`config.mk`:
```
export PLATFORM = sky130hd
export DESIGN_NAME = cube_map_face_texel_address_core
export DESIGN_NICKNAME = d
export VERILOG_FILES = /design/src/cmfa_pkg.sv /design/src/cube_map_face_texel_address_core.sv /design/src/cmfa_front.sv /design/src/cmfa_div.sv /design/src/cmfa_addr.sv
export SDC_FILE = /design/constraint.sdc
export NUM_CORES = 2
export LEC_CHECK = 0
export CAP_MARGIN = 20
export CORE_MARGIN = 2
export CORE_UTILIZATION = 60
export CTS_CLUSTER_SIZE = 20
export DETAILED_ROUTE_END_ITERATION = 8
export DONT_BUFFER_PORTS = 1
export PLACE_DENSITY = 0.76
export REMOVE_ABC_BUFFERS = 1
export SYNTH_ARGS = -nofsm -noshare
export SYNTH_HDL_FRONTEND = slang
export SYNTH_SLANG_ARGS = --single-unit
```
`constraint.sdc`:
```
create_clock -name clk -period 18.1 [get_ports clk]
set_input_delay 2.715 -clock clk [delete_from_list [all_inputs] [get_ports clk]]
set_output_delay 2.715 -clock clk [all_outputs]
set_load 0.05 [all_outputs]
```
`src/cmfa_pkg.sv`:
```
// Shared types, constants and helpers of the cube map texel address core.
// Depends on nothing; every other file but the macro header refers to it by scoped names.
package cmfa_pkg;

  localparam int unsigned MAX_FACE_SIZE_DEF  = 256;
  localparam int unsigned COMPONENT_BITS_DEF = 16;
  localparam int unsigned CFG_W   = 9;
  localparam int unsigned FACE_W  = 3;
  localparam int unsigned TEXEL_W = 8;
  localparam int unsigned INDEX_W = 19;

  localparam logic [CFG_W-1:0] CFG_FACE_SIZE_RESET = 9'd256;

  typedef enum logic [FACE_W-1:0] {
    FACE_PX = 3'd0,
    FACE_NX = 3'd1,
    FACE_PY = 3'd2,
    FACE_NY = 3'd3,
    FACE_PZ = 3'd4,
    FACE_NZ = 3'd5
  } face_t;

  typedef struct packed {
    face_t face;
    logic  zero;
  } tag_t;

  // Bits of a texel coordinate: enough for max_size - 1, at least one.
  function automatic int unsigned quot_bits(int unsigned max_size);
    if (max_size <= 1) begin
      return 1;
    end
    return $clog2(max_size);
  endfunction

endpackage

```
`src/cube_map_face_texel_address_core.sv`:
```
// Cube map face selection with nearest texel addressing. Each input beat carries a
// direction vector; the core picks the face by the major axis (ties go to x, then y),
// maps the two minor components to a column and row as
// floor((num + major) * (size - 1) / (2 * major)) exactly, and returns face, column,
// row, the linear address face*size*size + row*size + column, and a flag for the zero
// vector (face 1, texel 0). One beat is accepted every clock while the output is not
// stalled; the restoring divider produces one quotient bit per stage for both
// coordinates. Back-pressure stalls only as far as needed: empty stages keep filling
// while the output waits. A write to the face size register passes through that
// register, then the size and span registers, and the squared size one more.
// Depends on cmfa_pkg, cmfa_front, cmfa_div and cmfa_addr.
module cube_map_face_texel_address_core #(
  parameter int unsigned MAX_FACE_SIZE  = cmfa_pkg::MAX_FACE_SIZE_DEF,
  parameter int unsigned COMPONENT_BITS = cmfa_pkg::COMPONENT_BITS_DEF
) (
  input  logic                                clk,
  input  logic                                rst_n,
  input  logic                                cfg_wr_en,
  input  logic [cmfa_pkg::CFG_W-1:0]          cfg_wr_data,
  input  logic                                in_valid,
  output logic                                in_ready,
  input  logic signed [COMPONENT_BITS-1:0]    in_dir_x,
  input  logic signed [COMPONENT_BITS-1:0]    in_dir_y,
  input  logic signed [COMPONENT_BITS-1:0]    in_dir_z,
  output logic                                out_valid,
  input  logic                                out_ready,
  output logic [cmfa_pkg::FACE_W-1:0]         out_face,
  output logic [cmfa_pkg::TEXEL_W-1:0]        out_texel_x,
  output logic [cmfa_pkg::TEXEL_W-1:0]        out_texel_y,
  output logic [cmfa_pkg::INDEX_W-1:0]        out_texel_index,
  output logic                                out_zero_direction
);

  localparam int unsigned QW = cmfa_pkg::quot_bits(MAX_FACE_SIZE);
  localparam int unsigned ZW = $clog2(MAX_FACE_SIZE + 1);
  localparam int unsigned DW = COMPONENT_BITS + 1;
  localparam int unsigned TW = DW + QW;

  logic [cmfa_pkg::CFG_W-1:0] cfg_face_size_r;
  logic [ZW-1:0]              size_nxt, size_r;
  logic [QW-1:0]              span_r;
  logic [2*ZW-1:0]            size_sq_r;

  logic           f_valid, f_ready;
  cmfa_pkg::tag_t f_tag;
  logic [DW-1:0]  f_den;
  logic [TW-1:0]  f_top_u, f_top_v;

  logic           d_valid, d_ready;
  cmfa_pkg::tag_t d_tag;
  logic [QW-1:0]  d_q_u, d_q_v;

  always_ff @(posedge clk) begin
    if (!rst_n) begin
      cfg_face_size_r <= cmfa_pkg::CFG_FACE_SIZE_RESET;
    end else if (cfg_wr_en) begin
      cfg_face_size_r <= cfg_wr_data;
    end
  end

  // A size of zero counts as one; sizes above the maximum saturate.
  always_comb begin
    if (cfg_face_size_r == '0) begin
      size_nxt = ZW'(1);
    end else if (32'(cfg_face_size_r) > MAX_FACE_SIZE) begin
      size_nxt = ZW'(MAX_FACE_SIZE);
    end else begin
      size_nxt = ZW'(cfg_face_size_r);
    end
  end

  always_ff @(posedge clk) begin
    size_r    <= size_nxt;
    span_r    <= QW'(size_nxt - ZW'(1));
    size_sq_r <= (2*ZW)'(size_r) * (2*ZW)'(size_r);
  end

  cmfa_front #(
    .MAX_FACE_SIZE  (MAX_FACE_SIZE),
    .COMPONENT_BITS (COMPONENT_BITS)
  ) u_front (
    .clk      (clk),
    .rst_n    (rst_n),
    .up_valid (in_valid),
    .up_ready (in_ready),
    .dir_x    (in_dir_x),
    .dir_y    (in_dir_y),
    .dir_z    (in_dir_z),
    .span     (span_r),
    .dn_valid (f_valid),
    .dn_ready (f_ready),
    .dn_tag   (f_tag),
    .dn_den   (f_den),
    .dn_top_u (f_top_u),
    .dn_top_v (f_top_v)
  );

  cmfa_div #(
    .MAX_FACE_SIZE  (MAX_FACE_SIZE),
    .COMPONENT_BITS (COMPONENT_BITS)
  ) u_div (
    .clk      (clk),
    .rst_n    (rst_n),
    .up_valid (f_valid),
    .up_ready (f_ready),
    .up_tag   (f_tag),
    .up_den   (f_den),
    .up_top_u (f_top_u),
    .up_top_v (f_top_v),
    .dn_valid (d_valid),
    .dn_ready (d_ready),
    .dn_tag   (d_tag),
    .dn_q_u   (d_q_u),
    .dn_q_v   (d_q_v)
  );

  cmfa_addr #(
    .MAX_FACE_SIZE (MAX_FACE_SIZE)
  ) u_addr (
    .clk            (clk),
    .rst_n          (rst_n),
    .up_valid       (d_valid),
    .up_ready       (d_ready),
    .up_tag         (d_tag),
    .up_q_u         (d_q_u),
    .up_q_v         (d_q_v),
    .size           (size_r),
    .size_sq        (size_sq_r),
    .dn_valid       (out_valid),
    .dn_ready       (out_ready),
    .face           (out_face),
    .texel_x        (out_texel_x),
    .texel_y        (out_texel_y),
    .texel_index    (out_texel_index),
    .zero_direction (out_zero_direction)
  );

endmodule

```
`src/cmfa_front.sv`:
```
// Front pipeline: absolute values, major axis and face choice, numerators and the
// scaled dividends. Four register stages. Depends on cmfa_pkg.
module cmfa_front #(
  parameter int unsigned MAX_FACE_SIZE  = cmfa_pkg::MAX_FACE_SIZE_DEF,
  parameter int unsigned COMPONENT_BITS = cmfa_pkg::COMPONENT_BITS_DEF
) (
  input  logic                                                   clk,
  input  logic                                                   rst_n,
  input  logic                                                   up_valid,
  output logic                                                   up_ready,
  input  logic signed [COMPONENT_BITS-1:0]                       dir_x,
  input  logic signed [COMPONENT_BITS-1:0]                       dir_y,
  input  logic signed [COMPONENT_BITS-1:0]                       dir_z,
  input  logic [cmfa_pkg::quot_bits(MAX_FACE_SIZE)-1:0]          span,
  output logic                                                   dn_valid,
  input  logic                                                   dn_ready,
  output cmfa_pkg::tag_t                                         dn_tag,
  output logic [COMPONENT_BITS:0]                                dn_den,
  output logic [COMPONENT_BITS+cmfa_pkg::quot_bits(MAX_FACE_SIZE):0] dn_top_u,
  output logic [COMPONENT_BITS+cmfa_pkg::quot_bits(MAX_FACE_SIZE):0] dn_top_v
);

  localparam int unsigned CB = COMPONENT_BITS;
  localparam int unsigned QW = cmfa_pkg::quot_bits(MAX_FACE_SIZE);
  localparam int unsigned DW = CB + 1;
  localparam int unsigned TW = DW + QW;
  localparam int unsigned NS = 4;

  logic [NS-1:0] v_r;
  logic [NS:0]   en;
  logic [NS:0]   vchain;

  // Stage 0: raw components and magnitudes.
  logic signed [CB-1:0] dx_r, dy_r, dz_r;
  logic [CB-1:0]        ax_r, ay_r, az_r;
  logic [CB-1:0]        ax_nxt, ay_nxt, az_nxt;

  // Stage 1: face, major magnitude and signed numerators.
  cmfa_pkg::tag_t       tag1_r, tag1_nxt;
  logic [CB-1:0]        major1_r, major1_nxt;
  logic signed [DW-1:0] nu1_r, nv1_r, nu1_nxt, nv1_nxt;
  logic signed [DW-1:0] ex, ey, ez;
  logic                 px, py, pz;

  // Stage 2: biased numerators and the divisor.
  cmfa_pkg::tag_t tag2_r;
  logic [DW-1:0]  su2_r, sv2_r, den2_r;
  logic [DW:0]    su_sum, sv_sum;

  // Stage 3: dividends scaled by the span.
  cmfa_pkg::tag_t tag3_r;
  logic [DW-1:0]  den3_r;
  logic [TW-1:0]  tu3_r, tv3_r;

  assign vchain = {v_r, up_valid};

  always_comb begin
    en[NS] = dn_ready;
    for (int k = NS - 1; k >= 0; k--) begin
      en[k] = !v_r[k] || en[k+1];
    end
  end

  assign up_ready = en[0];

  always_ff @(posedge clk) begin
    if (!rst_n) begin
      v_r <= '0;
    end else begin
      for (int k = 0; k < NS; k++) begin
        if (en[k]) begin
          v_r[k] <= vchain[k];
        end
      end
    end
  end

  assign ax_nxt = dir_x[CB-1] ? CB'(-dir_x) : dir_x;
  assign ay_nxt = dir_y[CB-1] ? CB'(-dir_y) : dir_y;
  assign az_nxt = dir_z[CB-1] ? CB'(-dir_z) : dir_z;

  always_ff @(posedge clk) begin
    if (en[0]) begin
      dx_r <= dir_x;
      dy_r <= dir_y;
      dz_r <= dir_z;
      ax_r <= ax_nxt;
      ay_r <= ay_nxt;
      az_r <= az_nxt;
    end
  end

  // Ties go to x, then to y. A major component that is not positive picks
  // the negative face.
  always_comb begin
    ex = {dx_r[CB-1], dx_r};
    ey = {dy_r[CB-1], dy_r};
    ez = {dz_r[CB-1], dz_r};
    px = !dx_r[CB-1] && (dx_r != '0);
    py = !dy_r[CB-1] && (dy_r != '0);
    pz = !dz_r[CB-1] && (dz_r != '0);
    if (ax_r >= ay_r && ax_r >= az_r) begin
      major1_nxt    = ax_r;
      tag1_nxt.face = px ? cmfa_pkg::FACE_PX : cmfa_pkg::FACE_NX;
      nu1_nxt       = px ? -ez : ez;
      nv1_nxt       = -ey;
    end else if (ay_r >= az_r) begin
      major1_nxt    = ay_r;
      tag1_nxt.face = py ? cmfa_pkg::FACE_PY : cmfa_pkg::FACE_NY;
      nu1_nxt       = ex;
      nv1_nxt       = py ? ez : -ez;
    end else begin
      major1_nxt    = az_r;
      tag1_nxt.face = pz ? cmfa_pkg::FACE_PZ : cmfa_pkg::FACE_NZ;
      nu1_nxt       = pz ? ex : -ex;
      nv1_nxt       = -ey;
    end
    tag1_nxt.zero = (major1_nxt == '0);
    if (tag1_nxt.zero) begin
      tag1_nxt.face = cmfa_pkg::FACE_NX;
    end
  end

  always_ff @(posedge clk) begin
    if (en[1]) begin
      tag1_r   <= tag1_nxt;
      major1_r <= major1_nxt;
      nu1_r    <= nu1_nxt;
      nv1_r    <= nv1_nxt;
    end
  end

  // The numerator never drops below minus the major magnitude, so the sum is
  // non-negative and fits in DW bits.
  assign su_sum = {nu1_r[DW-1], nu1_r} + {2'b00, major1_r};
  assign sv_sum = {nv1_r[DW-1], nv1_r} + {2'b00, major1_r};

  always_ff @(posedge clk) begin
    if (en[2]) begin
      tag2_r <= tag1_r;
      su2_r  <= su_sum[DW-1:0];
      sv2_r  <= sv_sum[DW-1:0];
      den2_r <= {major1_r, 1'b0};
    end
  end

  always_ff @(posedge clk) begin
    if (en[3]) begin
      tag3_r <= tag2_r;
      den3_r <= den2_r;
      tu3_r  <= TW'(su2_r) * TW'(span);
      tv3_r  <= TW'(sv2_r) * TW'(span);
    end
  end

  assign dn_valid = v_r[NS-1];
  assign dn_tag   = tag3_r;
  assign dn_den   = den3_r;
  assign dn_top_u = tu3_r;
  assign dn_top_v = tv3_r;

endmodule

```
`src/cmfa_div.sv`:
```
// Restoring divider pipeline for both texel coordinates, one quotient bit per
// register stage. Depends on cmfa_pkg.
module cmfa_div #(
  parameter int unsigned MAX_FACE_SIZE  = cmfa_pkg::MAX_FACE_SIZE_DEF,
  parameter int unsigned COMPONENT_BITS = cmfa_pkg::COMPONENT_BITS_DEF
) (
  input  logic                                                   clk,
  input  logic                                                   rst_n,
  input  logic                                                   up_valid,
  output logic                                                   up_ready,
  input  cmfa_pkg::tag_t                                         up_tag,
  input  logic [COMPONENT_BITS:0]                                up_den,
  input  logic [COMPONENT_BITS+cmfa_pkg::quot_bits(MAX_FACE_SIZE):0] up_top_u,
  input  logic [COMPONENT_BITS+cmfa_pkg::quot_bits(MAX_FACE_SIZE):0] up_top_v,
  output logic                                                   dn_valid,
  input  logic                                                   dn_ready,
  output cmfa_pkg::tag_t                                         dn_tag,
  output logic [cmfa_pkg::quot_bits(MAX_FACE_SIZE)-1:0]          dn_q_u,
  output logic [cmfa_pkg::quot_bits(MAX_FACE_SIZE)-1:0]          dn_q_v
);

  localparam int unsigned QW = cmfa_pkg::quot_bits(MAX_FACE_SIZE);
  localparam int unsigned DW = COMPONENT_BITS + 1;
  localparam int unsigned TW = DW + QW;

  logic [QW-1:0] v_r;
  logic [QW:0]   en;
  logic [QW:0]   vchain;

  cmfa_pkg::tag_t tag_r [QW];
  logic [DW-1:0]  den_r [QW];
  logic [TW-1:0]  ru_r  [QW];
  logic [TW-1:0]  rv_r  [QW];
  logic [QW-1:0]  qu_r  [QW];
  logic [QW-1:0]  qv_r  [QW];

  assign vchain = {v_r, up_valid};

  always_comb begin
    en[QW] = dn_ready;
    for (int k = QW - 1; k >= 0; k--) begin
      en[k] = !v_r[k] || en[k+1];
    end
  end

  assign up_ready = en[0];

  always_ff @(posedge clk) begin
    if (!rst_n) begin
      v_r <= '0;
    end else begin
      for (int k = 0; k < QW; k++) begin
        if (en[k]) begin
          v_r[k] <= vchain[k];
        end
      end
    end
  end

  // Stage k settles quotient bit QW-1-k. The dividend is below the divisor
  // times 2**QW, so the first stage never overflows its bit.
  for (genvar k = 0; k < QW; k++) begin : g_step
    cmfa_pkg::tag_t tag_in;
    logic [DW-1:0]  den_in;
    logic [TW-1:0]  ru_in, rv_in, dsh;
    logic [QW-1:0]  qu_in, qv_in;

    if (k == 0) begin : g_first
      assign tag_in = up_tag;
      assign den_in = up_den;
      assign ru_in  = up_top_u;
      assign rv_in  = up_top_v;
      assign qu_in  = '0;
      assign qv_in  = '0;
    end else begin : g_rest
      assign tag_in = tag_r[k-1];
      assign den_in = den_r[k-1];
      assign ru_in  = ru_r[k-1];
      assign rv_in  = rv_r[k-1];
      assign qu_in  = qu_r[k-1];
      assign qv_in  = qv_r[k-1];
    end

    assign dsh = TW'(den_in) << (QW - 1 - k);

    always_ff @(posedge clk) begin
      if (en[k]) begin
        tag_r[k] <= tag_in;
        den_r[k] <= den_in;
        if (ru_in >= dsh) begin
          ru_r[k] <= ru_in - dsh;
          qu_r[k] <= qu_in | (QW'(1) << (QW - 1 - k));
        end else begin
          ru_r[k] <= ru_in;
          qu_r[k] <= qu_in;
        end
        if (rv_in >= dsh) begin
          rv_r[k] <= rv_in - dsh;
          qv_r[k] <= qv_in | (QW'(1) << (QW - 1 - k));
        end else begin
          rv_r[k] <= rv_in;
          qv_r[k] <= qv_in;
        end
      end
    end
  end

  assign dn_valid = v_r[QW-1];
  assign dn_tag   = tag_r[QW-1];
  assign dn_q_u   = qu_r[QW-1];
  assign dn_q_v   = qv_r[QW-1];

endmodule

```
`src/cmfa_addr.sv`:
```
// Address pipeline: forces the zero-direction texel, forms the linear texel
// address in two stages and holds the output register. Depends on cmfa_pkg.
module cmfa_addr #(
  parameter int unsigned MAX_FACE_SIZE = cmfa_pkg::MAX_FACE_SIZE_DEF
) (
  input  logic                                          clk,
  input  logic                                          rst_n,
  input  logic                                          up_valid,
  output logic                                          up_ready,
  input  cmfa_pkg::tag_t                                up_tag,
  input  logic [cmfa_pkg::quot_bits(MAX_FACE_SIZE)-1:0] up_q_u,
  input  logic [cmfa_pkg::quot_bits(MAX_FACE_SIZE)-1:0] up_q_v,
  input  logic [$clog2(MAX_FACE_SIZE+1)-1:0]            size,
  input  logic [2*$clog2(MAX_FACE_SIZE+1)-1:0]          size_sq,
  output logic                                          dn_valid,
  input  logic                                          dn_ready,
  output logic [cmfa_pkg::FACE_W-1:0]                   face,
  output logic [cmfa_pkg::TEXEL_W-1:0]                  texel_x,
  output logic [cmfa_pkg::TEXEL_W-1:0]                  texel_y,
  output logic [cmfa_pkg::INDEX_W-1:0]                  texel_index,
  output logic                                          zero_direction
);

  localparam int unsigned QW = cmfa_pkg::quot_bits(MAX_FACE_SIZE);
  localparam int unsigned ZW = $clog2(MAX_FACE_SIZE + 1);
  localparam int unsigned IW = 2 * ZW + 3;
  localparam int unsigned NS = 2;

  logic [NS-1:0] v_r;
  logic [NS:0]   en;
  logic [NS:0]   vchain;

  logic [QW-1:0]  tx_nxt, ty_nxt;
  cmfa_pkg::tag_t tag0_r, tag1_r;
  logic [QW-1:0]  tx0_r, ty0_r, tx1_r, ty1_r;
  logic [IW-1:0]  pf0_r, pr0_r, idx1_r;

  assign vchain = {v_r, up_valid};

  always_comb begin
    en[NS] = dn_ready;
    for (int k = NS - 1; k >= 0; k--) begin
      en[k] = !v_r[k] || en[k+1];
    end
  end

  assign up_ready = en[0];

  always_ff @(posedge clk) begin
    if (!rst_n) begin
      v_r <= '0;
    end else begin
      for (int k = 0; k < NS; k++) begin
        if (en[k]) begin
          v_r[k] <= vchain[k];
        end
      end
    end
  end

  // A zero direction divides by zero upstream; its texel is pinned to (0,0).
  assign tx_nxt = up_tag.zero ? '0 : up_q_u;
  assign ty_nxt = up_tag.zero ? '0 : up_q_v;

  always_ff @(posedge clk) begin
    if (en[0]) begin
      tag0_r <= up_tag;
      tx0_r  <= tx_nxt;
      ty0_r  <= ty_nxt;
      pf0_r  <= IW'(up_tag.face) * IW'(size_sq);
      pr0_r  <= IW'(ty_nxt) * IW'(size);
    end
  end

  always_ff @(posedge clk) begin
    if (en[1]) begin
      tag1_r <= tag0_r;
      tx1_r  <= tx0_r;
      ty1_r  <= ty0_r;
      idx1_r <= pf0_r + pr0_r + IW'(tx0_r);
    end
  end

  assign dn_valid       = v_r[NS-1];
  assign face           = tag1_r.face;
  assign zero_direction = tag1_r.zero;
  assign texel_x        = cmfa_pkg::TEXEL_W'(tx1_r);
  assign texel_y        = cmfa_pkg::TEXEL_W'(ty1_r);
  assign texel_index    = cmfa_pkg::INDEX_W'(idx1_r);

endmodule

```
==> results by group <==
Clock network
  – H-tree Lvls: 3
  – CTS tree: done
  – Post-CTS Setup Repair Bufs: 0
  – Num CTS Buffers: roughly 110
  – Root Buffer: clkbuf_16
  – CTS sink count: slightly below 1000
  – Clk slew on worst S/H paths: roughly 0.060 ns
  – Clock Latency Late Sink: just over 0.7 ns
  – Cts repair resizes: 0
  – Clk buf depth: 3
  – # hold bufs at CTS: 0

Yosys
  – Number of synthesized register bits: 989
  – Mapped Avg Cell Area: approximately 11 um2
  – Post-synth EDFFs: around 930
  – Area contributors post-synth: edfxtp_1 43%, ha_1 10%, fa_1 9.1%
  – Count leader, synth: edfxtp_1
  – Synthesized cell area: around 65000 um2
  – Mapped Cells: between 5000 and 6000
  – Register area share after synthesis: approximately 45%
  – Ys Warns: 0
  – Biggest area consumer among synthesized cells: edfxtp_1
  – Dominant synthesized flop cell: edfxtp_1
  – Synth top area share: 42.9%
  – Post-synth ARST share: 0%
  – Distinct cells, synth: between 90 and 100
  – Commonest cells in the netlist: 932 x edfxtp_1, 642 x inv_1, 546 x ha_1, 422 x nand2_1, 362 x a21oi_1

STA
  – Endpoints failing hold: 0
  – RSZ-0062 raised after global routing: no
  – Skew final: 0.0479 ns
  – Final worst path period need: 8.05 ns
  – Setup ws final: approximately 10 ns
  – Slew Limit Headroom: a little under a quarter
  – Max Freq: 124 MHz
  – Fin crit share: around 44%
  – Setup TNS: 0 ns
  – Worst Tran Pin Value: around 1.1 ns
  – Final Setup Violations: 0
  – Fin. max-slew vios: 0

Die
  – Core Footprint: 108000 um2
  – Die W: ~330 um
  – Die H: 334 um
  – Full die area: between 100000 and 150000 um2
  – Site row count: 120
  – I/O pin cnt: slightly above 100
  – Initial Util: 60.7%

Hold path
  – Worst Hold Class: reg2reg

Drt
  – DRC violations left: 0
  – Vias per cell: ~5.8
  – Routed WL: 145000 um
  – WL/cell: slightly below 20 um
  – Drt first pass iters: 5
  – DR vias: between 40000 and 50000
  – DR iter-0 viols: roughly 2700
  – Antenna-violating nets left: 0

Worst setup path
  – Crit-path max FO: between 40 and 50
  – Worst path required time: about 15 ns
  – Crit. End Element: output port
  – Crit Path Category: in2out
  – Buf+Inv Stages, Crit Path: 2
  – Critical path's most frequent cell: and3_1
  – CP startpoint kind: primary input
  – Cell family with most CP delay: simple AND/OR/NAND/NOR gates
  – Slowest stage delay, CP: between 0.4 and 0.5 ns
  – Slowest CP cell: and3_1
  – Crit-path cells: and4b_4 -> and3_4 -> and3_1 -> and3_1 -> and2_1 -> buf_4 -> and3_1 -> nand3_4 -> buf_4
  – Worst Path Arrival: about 5.3 ns

Place
  – PortBufs: 0
  – Worst Setup Slack post-DPL: 10.12 ns
  – Placed cells: around 7300
  – Final GP Congestion: 0.985
  – HPWL after DPL: 114000 um

Layout
  – Post-Layout Cell Count: 7457
  – Share of cells above drive strength 1: between 5 and 6%
  – Layout area overhead: 8.08%
  – Final net count: 6865

Global route
  – Total track usage: between 20% and 30%
  – GRT overflow: 0
  – First-pass GRT wire length: 230000 um
  – Largest net degree at the start of global routing: 83
  – Initial antenna violation count: 1
  – Vias in the first global route: around 44000

Flow run
  – Max-cap violations: 0

Status
  – Status: finished, final reports clean
-- registers in the layout, indices dropped and copies added, names as in the netlist, 17 cells and up --
register,flops
u_addr.idx1_r,19
u_div.rv_r,175
u_div.qu_r,36
u_div.den_r,112
u_div.tag_r,32
u_front.dn_top_v,25
u_front.nv1_r,17
u_front.su2_r,17
u_addr.pf0_r,19
u_front.nu1_r,17
u_div.qv_r,36
size_sq_r,17
u_addr.pr0_r,17
u_front.sv2_r,17
u_front.dn_top_u,25
u_div.ru_r,175
-- kinds of logic after synthesis --
group	count (synthesis)	share of synthesized area [%]
AOI/OAI and AO/OA	1079	10.4
xor gates and xnor gates	431	5.79
adders and majority gates	843	19.6
buffers and inverters	767	4.49
DFF	989	44.7
muxes	81	1.34
other	1	0.00575
and+or+nand+nor	1742	13.7
-- cell usage in the layout, fill, tap and decap left out, types with 41 or more instances in the layout --
| cell type | instances |
|---|---|
| a21oi_1 | 362 |
| inv_1 | 636 |
| nand2b_1 | 77 |
| xnor2_1 | 287 |
| o21ai_0 | 250 |
| dfxtp_1 | 57 |
| o31ai_1 | 42 |
| edfxtp_1 | 932 |
| mux2i_1 | 44 |
| clkbuf_16 | 108 |
| nor4_1 | 48 |
| nor3_1 | 106 |
| nor2_1 | 331 |
| or3_1 | 48 |
| o21a_1 | 58 |
| fa_1 | 297 |
| nand3_1 | 90 |
| ha_1 | 546 |
| a21o_1 | 122 |
| nor2b_1 | 106 |
| nand2_1 | 417 |
| and2_1 | 346 |
| xor2_1 | 144 |
| nand4_1 | 41 |
-- stage by stage --
stage / util [%] / instance area, um2 / hold WS [ns]
floorplan: - / 64700 / 0.400
global placement: 62.1 / 66800 / 0.401
detailed placement: 62.2 / 66800 / 0.405
CTS: 65.5 / 70400 / 0.383
global route: 65.6 / 70500 / 0.392
finish: 65.6 / 70500 / 0.378
-- routing by layer --
metal  track usage [%]  up-vias  wire length [um]
met3              4.01      351              7650
li1                  -    20900                 -
met4              13.7        0              8220
met2              46.4     1200             71600
met1              31.2    20500             57200
met5                 0        -                 0
-- worst paths after layout --
| check | cells past startpoint | to | start | slack (ns) |
|---|---|---|---|---|
| worst max-delay path | 9 | in_ready | out_ready | 10.05 |
| worst min-delay path | 0 | u_div.tag_r[1][7]$_DFFE_PP_ | u_div.tag_r[1][3]$_DFFE_PP_ | 0.38 |
| worst max register to register | 18 | u_front.dn_top_v[23]$_DFFE_PP_ | span_r[3]$_DFF_P_ | 12.22 |
| worst min register to register | 0 | u_div.tag_r[1][7]$_DFFE_PP_ | u_div.tag_r[1][3]$_DFFE_PP_ | 0.38 |
-- layout make-up --
cell class	count	area, um2
clock buffer	131	2850
inverter	644	2420
timing repair buffer	41	378
tap	1403	1760
fill	8158	37000
antenna	1	2.50
clock inverter	70	732
sequential	989	29100
multi-input combinational	4178	33200
Power is left out: the tool's default activity adds up to more than one toggle a clock period on the data nets, which glitch-free logic cannot reach.
